--- config.mk ---
export PLATFORM = sky130hd
export DESIGN_NAME = polygon_centroid
export DESIGN_NICKNAME = d
export VERILOG_FILES = /design/src/hw/rtl/polycen_pkg.sv /design/src/hw/rtl/polygon_centroid.sv
export SDC_FILE = /design/constraint.sdc
export NUM_CORES = 2
export LEC_CHECK = 0
export BUFFER_PORTS_ARGS = -buffer_cell sky130_fd_sc_hd__buf_4
export CORE_ASPECT_RATIO = 1.4
export CORE_MARGIN = 2
export CORE_UTILIZATION = 40
export DETAILED_ROUTE_END_ITERATION = 8
export SYNTH_ARGS = -nofsm -noshare
export SYNTH_HDL_FRONTEND = slang
export SYNTH_SLANG_ARGS = --single-unit
--- constraint.sdc ---
create_clock -name clk -period 11.1 [get_ports clk]
set_clock_uncertainty 0.1 [all_clocks]
set_input_delay 1.11 -clock clk [delete_from_list [all_inputs] [get_ports clk]]
set_output_delay 1.11 -clock clk [all_outputs]
set_load 0.02 [all_outputs]
--- src/hw/rtl/polycen_pkg.sv ---
`default_nettype none

package polycen_pkg;

  typedef enum logic [1:0] {
    ST_OK        = 2'd0,
    ST_ZERO_AREA = 2'd1,
    ST_TOO_MANY  = 2'd2
  } status_t;

  typedef enum logic [3:0] {
    S_IDLE,
    S_MUL0,
    S_MUL1,
    S_CROSS,
    S_MOMX,
    S_MOMY,
    S_ACCY,
    S_FIN,
    S_DIV,
    S_SAT,
    S_DONE
  } state_t;

endpackage

`default_nettype wire

--- src/hw/rtl/polygon_centroid.sv ---
`default_nettype none

// channel  direction  handshake          payload
// in_      sink       in_valid/in_stall   vertex_x, vertex_y, last_vertex
// out_     source     out_valid/out_stall centroid_x, centroid_y, status
//
// One multiplier, registered, serves both cross products and both moment terms of each edge:
// a vertex that adds an edge runs S_MUL0, S_MUL1, S_CROSS, S_MOMX, S_MOMY, S_ACCY; the first
// vertex of a polygon, unless also the last, is only stored. A last vertex adds the closing
// edge through the same states, then S_FIN checks, and a restoring divider, one bit a cycle,
// runs twice. Reset clears the sequencer, the sums and the vertex count. in_stall is high
// while an item is in work; the next polygon may start while a result waits under out_stall.

module polygon_centroid #(
  parameter int COORD_WIDTH  = 16,
  parameter int MAX_VERTICES = 256
) (
  input  wire logic                   clk,
  input  wire logic                   rst_n,
  input  wire logic                   in_valid,
  output logic                        in_stall,
  input  wire logic [COORD_WIDTH-1:0] in_vertex_x,
  input  wire logic [COORD_WIDTH-1:0] in_vertex_y,
  input  wire logic                   in_last_vertex,
  output logic                        out_valid,
  input  wire logic                   out_stall,
  output logic [COORD_WIDTH-1:0]      out_centroid_x,
  output logic [COORD_WIDTH-1:0]      out_centroid_y,
  output logic [1:0]                  out_status
);

  localparam int CW    = COORD_WIDTH;
  localparam int LOG_V = $clog2(MAX_VERTICES);
  localparam int XW    = 2 * CW + 1;           // cross product
  localparam int PW    = 3 * CW + 2;           // multiplier product
  localparam int DW    = XW + LOG_V;           // doubled area sum
  localparam int MW    = PW + LOG_V;           // moment sums
  localparam int DDW   = DW + 2;               // 3 * doubled area
  localparam int CNTW  = $clog2(MAX_VERTICES + 1);
  localparam int DCW   = $clog2(MW);

  localparam logic [CNTW-1:0] VMAX     = CNTW'(MAX_VERTICES);
  localparam logic [MW-1:0]   QMAX     = MW'((64'd1 << (CW - 1)) - 64'd1);
  localparam logic [MW-1:0]   QMIN_MAG = MW'(64'd1 << (CW - 1));
  localparam logic [DCW-1:0]  DIV_LAST = DCW'(MW - 1);

  polycen_pkg::state_t  state_r, state_nxt;
  polycen_pkg::status_t st_r;

  logic [CW-1:0]   first_x_r, first_y_r, prev_x_r, prev_y_r;
  logic [CW-1:0]   ex0_r, ey0_r, ex1_r, ey1_r;
  logic [DW-1:0]   d_r;
  logic [MW-1:0]   mx_r, my_r;
  logic [CNTW-1:0] count_r;
  logic            ovf_r, last_r, close_r, sel_y_r;
  logic [PW-1:0]   prod_r, pa_r;
  logic [XW-1:0]   cross_r;

  logic [DDW-1:0]  rem_r, da_r;
  logic [MW-1:0]   nq_r;
  logic            nn_r, dn_r;
  logic [DCW-1:0]  cnt_r;
  logic [CW-1:0]   cx_r, cy_r;

  logic            out_valid_r;
  logic [CW-1:0]   out_cx_r, out_cy_r;
  logic [1:0]      out_st_r;

  logic            acc, full, out_free;
  logic [CW:0]     mul_a;
  logic [XW-1:0]   mul_b;
  logic [PW-1:0]   prod_w;
  logic [XW-1:0]   cross_w;
  logic [DDW-1:0]  den_w, da_w;
  logic [MW-1:0]   mx_mag, my_mag;
  logic [DDW:0]    rem_sh;
  logic            q_bit;
  logic [DDW-1:0]  rem_nxt;
  logic            q_neg;
  logic [MW-1:0]   q_clip, q_negv;
  logic [CW-1:0]   res_w;

  assign acc      = in_valid && (state_r == polycen_pkg::S_IDLE);
  assign full     = (count_r >= VMAX);
  assign out_free = !out_valid_r || !out_stall;
  assign in_stall = (state_r != polycen_pkg::S_IDLE);

  assign out_valid      = out_valid_r;
  assign out_centroid_x = out_cx_r;
  assign out_centroid_y = out_cy_r;
  assign out_status     = out_st_r;

  // shared multiplier operand select
  always_comb begin
    mul_a = '0;
    mul_b = '0;
    case (state_r)
      polycen_pkg::S_MUL0: begin
        mul_a = {ex0_r[CW-1], ex0_r};
        mul_b = {{(XW-CW){ey1_r[CW-1]}}, ey1_r};
      end
      polycen_pkg::S_MUL1: begin
        mul_a = {ex1_r[CW-1], ex1_r};
        mul_b = {{(XW-CW){ey0_r[CW-1]}}, ey0_r};
      end
      polycen_pkg::S_MOMX: begin
        mul_a = {ex0_r[CW-1], ex0_r} + {ex1_r[CW-1], ex1_r};
        mul_b = cross_r;
      end
      polycen_pkg::S_MOMY: begin
        mul_a = {ey0_r[CW-1], ey0_r} + {ey1_r[CW-1], ey1_r};
        mul_b = cross_r;
      end
      default: begin
        mul_a = '0;
        mul_b = '0;
      end
    endcase
  end

  assign prod_w = $signed(mul_a) * $signed(mul_b);

  logic [PW-1:0] cross_full;
  assign cross_full = pa_r - prod_r;
  assign cross_w    = cross_full[XW-1:0];

  // 3 * D and magnitudes for the divider
  assign den_w  = {{2{d_r[DW-1]}}, d_r} + {d_r[DW-1], d_r, 1'b0};
  assign da_w   = den_w[DDW-1] ? (~den_w + 1'b1) : den_w;
  assign mx_mag = mx_r[MW-1] ? (~mx_r + 1'b1) : mx_r;
  assign my_mag = my_r[MW-1] ? (~my_r + 1'b1) : my_r;

  // restoring divider step
  assign rem_sh  = {rem_r, nq_r[MW-1]};
  assign q_bit   = (rem_sh >= {1'b0, da_r});
  always_comb begin
    logic [DDW:0] diff;
    diff    = rem_sh - {1'b0, da_r};
    rem_nxt = q_bit ? diff[DDW-1:0] : rem_sh[DDW-1:0];
  end

  // signed quotient, saturated to the coordinate range
  assign q_neg  = (nn_r != dn_r) && (nq_r != '0);
  assign q_clip = (nq_r > QMIN_MAG) ? QMIN_MAG : nq_r;
  assign q_negv = ~q_clip + 1'b1;
  assign res_w  = q_neg ? q_negv[CW-1:0] :
                  ((nq_r > QMAX) ? QMAX[CW-1:0] : nq_r[CW-1:0]);

  always_comb begin
    state_nxt = state_r;
    case (state_r)
      polycen_pkg::S_IDLE: begin
        if (acc) begin
          if (full) begin
            state_nxt = in_last_vertex ? polycen_pkg::S_FIN : polycen_pkg::S_IDLE;
          end else if (count_r == '0) begin
            state_nxt = in_last_vertex ? polycen_pkg::S_MUL0 : polycen_pkg::S_IDLE;
          end else begin
            state_nxt = polycen_pkg::S_MUL0;
          end
        end
      end
      polycen_pkg::S_MUL0:  state_nxt = polycen_pkg::S_MUL1;
      polycen_pkg::S_MUL1:  state_nxt = polycen_pkg::S_CROSS;
      polycen_pkg::S_CROSS: state_nxt = polycen_pkg::S_MOMX;
      polycen_pkg::S_MOMX:  state_nxt = polycen_pkg::S_MOMY;
      polycen_pkg::S_MOMY:  state_nxt = polycen_pkg::S_ACCY;
      polycen_pkg::S_ACCY: begin
        if (close_r) begin
          state_nxt = polycen_pkg::S_MUL0;
        end else if (last_r) begin
          state_nxt = polycen_pkg::S_FIN;
        end else begin
          state_nxt = polycen_pkg::S_IDLE;
        end
      end
      polycen_pkg::S_FIN: begin
        state_nxt = (ovf_r || d_r == '0) ? polycen_pkg::S_DONE : polycen_pkg::S_DIV;
      end
      polycen_pkg::S_DIV: begin
        if (cnt_r == DIV_LAST) state_nxt = polycen_pkg::S_SAT;
      end
      polycen_pkg::S_SAT: begin
        state_nxt = sel_y_r ? polycen_pkg::S_DONE : polycen_pkg::S_DIV;
      end
      polycen_pkg::S_DONE: begin
        if (out_free) state_nxt = polycen_pkg::S_IDLE;
      end
      default: state_nxt = polycen_pkg::S_IDLE;
    endcase
  end

  always_ff @(posedge clk) begin
    if (!rst_n) begin
      state_r     <= polycen_pkg::S_IDLE;
      out_valid_r <= 1'b0;
      count_r     <= '0;
      ovf_r       <= 1'b0;
      close_r     <= 1'b0;
      last_r      <= 1'b0;
      sel_y_r     <= 1'b0;
      d_r         <= '0;
      mx_r        <= '0;
      my_r        <= '0;
      first_x_r   <= '0;
      first_y_r   <= '0;
      prev_x_r    <= '0;
      prev_y_r    <= '0;
    end else begin
      state_r <= state_nxt;
      prod_r  <= prod_w;

      if (state_r == polycen_pkg::S_DONE && out_free) begin
        out_valid_r <= 1'b1;
      end else if (out_valid_r && !out_stall) begin
        out_valid_r <= 1'b0;
      end

      case (state_r)
        polycen_pkg::S_IDLE: begin
          if (acc) begin
            last_r <= in_last_vertex;
            if (full) begin
              ovf_r <= 1'b1;
            end else begin
              count_r  <= count_r + 1'b1;
              prev_x_r <= in_vertex_x;
              prev_y_r <= in_vertex_y;
              ex1_r    <= in_vertex_x;
              ey1_r    <= in_vertex_y;
              if (count_r == '0) begin
                // lone vertex closes on itself: zero cross product
                first_x_r <= in_vertex_x;
                first_y_r <= in_vertex_y;
                ex0_r     <= in_vertex_x;
                ey0_r     <= in_vertex_y;
                close_r   <= 1'b0;
              end else begin
                ex0_r   <= prev_x_r;
                ey0_r   <= prev_y_r;
                close_r <= in_last_vertex;
              end
            end
          end
        end
        polycen_pkg::S_MUL1: pa_r <= prod_r;
        polycen_pkg::S_CROSS: begin
          cross_r <= cross_w;
          d_r     <= d_r + {{(DW-XW){cross_w[XW-1]}}, cross_w};
        end
        polycen_pkg::S_MOMY: mx_r <= mx_r + {{(MW-PW){prod_r[PW-1]}}, prod_r};
        polycen_pkg::S_ACCY: begin
          my_r <= my_r + {{(MW-PW){prod_r[PW-1]}}, prod_r};
          if (close_r) begin
            ex0_r   <= prev_x_r;
            ey0_r   <= prev_y_r;
            ex1_r   <= first_x_r;
            ey1_r   <= first_y_r;
            close_r <= 1'b0;
          end
        end
        polycen_pkg::S_FIN: begin
          cx_r <= '0;
          cy_r <= '0;
          if (ovf_r) begin
            st_r <= polycen_pkg::ST_TOO_MANY;
          end else if (d_r == '0) begin
            st_r <= polycen_pkg::ST_ZERO_AREA;
          end else begin
            st_r    <= polycen_pkg::ST_OK;
            da_r    <= da_w;
            dn_r    <= den_w[DDW-1];
            nq_r    <= mx_mag;
            nn_r    <= mx_r[MW-1];
            rem_r   <= '0;
            cnt_r   <= '0;
            sel_y_r <= 1'b0;
          end
        end
        polycen_pkg::S_DIV: begin
          rem_r <= rem_nxt;
          nq_r  <= {nq_r[MW-2:0], q_bit};
          cnt_r <= cnt_r + 1'b1;
        end
        polycen_pkg::S_SAT: begin
          if (!sel_y_r) begin
            cx_r    <= res_w;
            nq_r    <= my_mag;
            nn_r    <= my_r[MW-1];
            rem_r   <= '0;
            cnt_r   <= '0;
            sel_y_r <= 1'b1;
          end else begin
            cy_r <= res_w;
          end
        end
        polycen_pkg::S_DONE: begin
          if (out_free) begin
            out_cx_r    <= cx_r;
            out_cy_r    <= cy_r;
            out_st_r    <= st_r;
            d_r         <= '0;
            mx_r        <= '0;
            my_r        <= '0;
            count_r     <= '0;
            ovf_r       <= 1'b0;
            last_r      <= 1'b0;
          end
        end
        default: begin
        end
      endcase
    end
  end

endmodule

`default_nettype wire

==> impl_metrics.yaml <==
floorplan:
  io_pins: 73
  num_rows: 171
  die_area_um2: 159000
  initial_utilization: 0.403
  die_y_um: 472
  coreArea_um2: 155000
  die_x_um: 338
synth:
  async_flop_share: 0
  postSynthNetCount: 8122
  synth.distinct_cells: 102
  netlist.area_leader.share: 0.192
  ys_top_cells_by_area: "edfxtp_1 19%, fa_1 17%, ha_1 8.9%"
  synth_edf_count: 400
  yosysTopAreaCell: "edfxtp_1"
  synth.avg_cell_area_um2: 8.80
  yosysMostFrequentCell: "nand2_1"
  yosysWarnings: 0
  netlist_instances: 7096
  synth-main-ff-cell: "edfxtp_1"
  yosysSeqAreaShare: 0.269
  ys_top_cells_by_count: "975 x nand2_1, 823 x inv_1, 552 x nor2_1"
  postSynthRegisterBits: 639
  synth_area_um2: 62500
outcome:
  outcome: "finished clean"
global_route:
  grt_busiest_layer: "met2"
  grt_pass1_vias: 51139
  grt_antenna_before_repair: 3
  grt_max_degree: 76
  grtUsageMet3: 0.0296
  grt_pass1_wl_um: 286000
  grt_use_total: 0.228
  grt_overflow: 0
  grtUsageMet1: 0.276
  use_met2: 0.402
route:
  remaining_drc_errors: 0
  vias_per_cell: 5.49
  first_pass_iters: 6
  ant_nets: 0
  wire_per_inst_um: 19.7
  drt-initial-drc-count: 3410
  route.final.wire_length_um: 181000
  vias: 50351
sta:
  worst_pin_slew_ns: 1.27
  slew_headroom: 0.152
  setup_viol_count_final: 0
  hold_viol_final: 0
  layout_min_cycle_time_ns: 10.49
  layout_setup_ws_ns: 0.609
  finalCritPeriodShare: 0.945
  finalMaxSlewViolations: 0
  max_clock_freq_mhz: 95.3
  fin_tns_setup_ns: 0
  rsz0062_at_grt: "no"
worst_setup_path:
  max_stage_delay_ns: 0.55
  critPathCaptureType: "flip-flop"
  worst-setup-path-type: "flip-flop to flip-flop"
  worstSetupStartpointType: "flip-flop"
  regToRegSetupSlack_ns: 0.61
  path_max_fanout: 28
  r2r_cells: 35
  endpoint: "prod_r[46]$_DFFE_PP_"
  reg2reg_to: "prod_r[46]$_DFFE_PP_"
  cp.required_ns: 11.42
  crit_top_cell: "fa_1"
  cp.arrival_ns: 10.81
  r2r_start: "ex0_r[0]$_DFFE_PP_"
  crit_start: "ex0_r[0]$_DFFE_PP_"
  critPathSlowestCell: "fa_1"
min_path:
  hold_path_class: "flip-flop to flip-flop"
pwr:
  peakVddDrop_v: 0.000113
  p_int_w: 0.00488
  powerDensity_nw_per_um2: 113
  p_sw_frac: 0.364
  p_clk_frac: 0.315
  p_switching_w: 0.00279
  leakage_nw: 30.7
  p_comb_frac: 0.323
  p_seq_frac: 0.362
final_layout:
  final_cell_area_um2: 67700
  multi_input_area_um2: 41700
  syn2layout_area_growth_pct: 8.35
  drive_gt1_frac: 0.0575
  n_fill_cell: 15192
  regArea_um2: 16800
  layout.nets: 8061
clocking:
  path_clk_slew_ns: 0.06
  clock_latency_ns: 0.69
  post-cts-setup-buffer-count: 0
  htree_num_levels: 3
  cts-buffers-inserted: 73
  clock_path_buffers: 3
  cts.root.buffer_cell: "clkbuf_16"
  post_cts_resize_count: 0
  cts_hold_buf: 0
  tritoncts: "yes"
  cts_sinks: 639
placement:
  dpl-instance-area_um2: 65300
  place_hpwl_um: 143000
  io_buffers: 72
  preCtsSetupSlack_ns: 0.184
  place.gp.congestion: 0.944
job:
  drv_cap: 0
cells by family after synthesis:
logic type      synth area share
buf+inv                   0.0670
compound gates             0.171
xor+xnor                  0.0638
flops                      0.269
fa+ha+maj                  0.264
mux                      0.00787
simple gates               0.158
power groups by stage:
stage	clock network [W]	registers, W	logic, W
2_1_floorplan	0	0.00276	0.00176
3_3_place_gp	0	0.00283	0.00243
3_5_place_dp	0	0.00283	0.00247
4_1_cts	0.00249	0.00278	0.00248
5_1_grt	0.00257	0.00279	0.00274
6_report	0.00241	0.00278	0.00248
stage by stage:
step                total power (W)  hold WS, ns  std cells  utilization
detailed placement          0.00529        0.305       9036        0.421
global placement            0.00526        0.302       9036        0.421
floorplan                   0.00452        0.300       7096            -
CTS                         0.00775        0.318       9172        0.436
global route                0.00810        0.325       9173        0.436
finish                      0.00767        0.310       9173        0.436
routing by layer:
metal	vias to the layer above	wire (um)
li1	24079	-
met1	24725	73900
met2	1218	89700
met3	325	8640
met4	4	8740
met5	-	15
registers in the layout, summed over array words and instances (netlist names), 33 cells and up:
| name | count |
|---|---|
| nq_r | 58 |
| prod_r | 50 |
| pa_r | 33 |
| d_r | 41 |
| da_r | 43 |
| rem_r | 43 |
| my_r | 58 |
| mx_r | 58 |
| cross_r | 33 |
area by class of cell:
| type | instances | area share |
|---|---|---|
| inverters | 824 | 0.0457 |
| multi-input cells | 5345 | 0.616 |
| clock buffers | 96 | 0.0295 |
| repair buffers | 152 | 0.0171 |
| clock inverters | 40 | 0.00512 |
| well taps | 2076 | 0.0384 |
| diodes | 1 | 0.0000370 |
| flip-flops and latches | 639 | 0.248 |
cell usage in the layout (no fill, tap or decap), types with 63 or more instances in the layout:
cell and count:
a22oi_1 66, nand2_1 975, clkbuf_16 75, nor3_1 76, nand3_1 108, ha_1 444
nand2b_1 76, a21oi_1 502, inv_1 823, o21ai_0 339, dfxtp_1 236, buf_4 150
o211ai_1 63, edfxtp_1 400, xor2_1 213, fa_1 545, xnor2_1 241, nor2_1 547
a21o_1 216
worst max-delay path: cells and delay by family (launching register included):
family	cells	cell delay, ns
and+or+nand+nor	5	0.88
DFF	1	0.44
xor gates and xnor gates	1	0.13
adders and majority gates	9	4.13
buffers and inverters	3	0.43
AOI/OAI and AO/OA	17	4.13
worst min-delay path by stage:
stage / to / from / depth (start not counted)
2_1_floorplan: out_centroid_x[0]$_DFFE_PP_ / cx_r[0]$_DFFE_PP_ / 0
3_3_place_gp: out_status[0]$_DFFE_PP_ / st_r[0]$_SDFFCE_PP0P_ / 0
3_5_place_dp: out_centroid_x[5]$_DFFE_PP_ / cx_r[5]$_DFFE_PP_ / 0
4_1_cts: out_centroid_x[5]$_DFFE_PP_ / cx_r[5]$_DFFE_PP_ / 0
5_1_grt: out_centroid_x[14]$_DFFE_PP_ / cx_r[14]$_DFFE_PP_ / 0
6_report: out_centroid_x[14]$_DFFE_PP_ / cx_r[14]$_DFFE_PP_ / 0
Note: power is estimated with default switching activity, not from simulation.
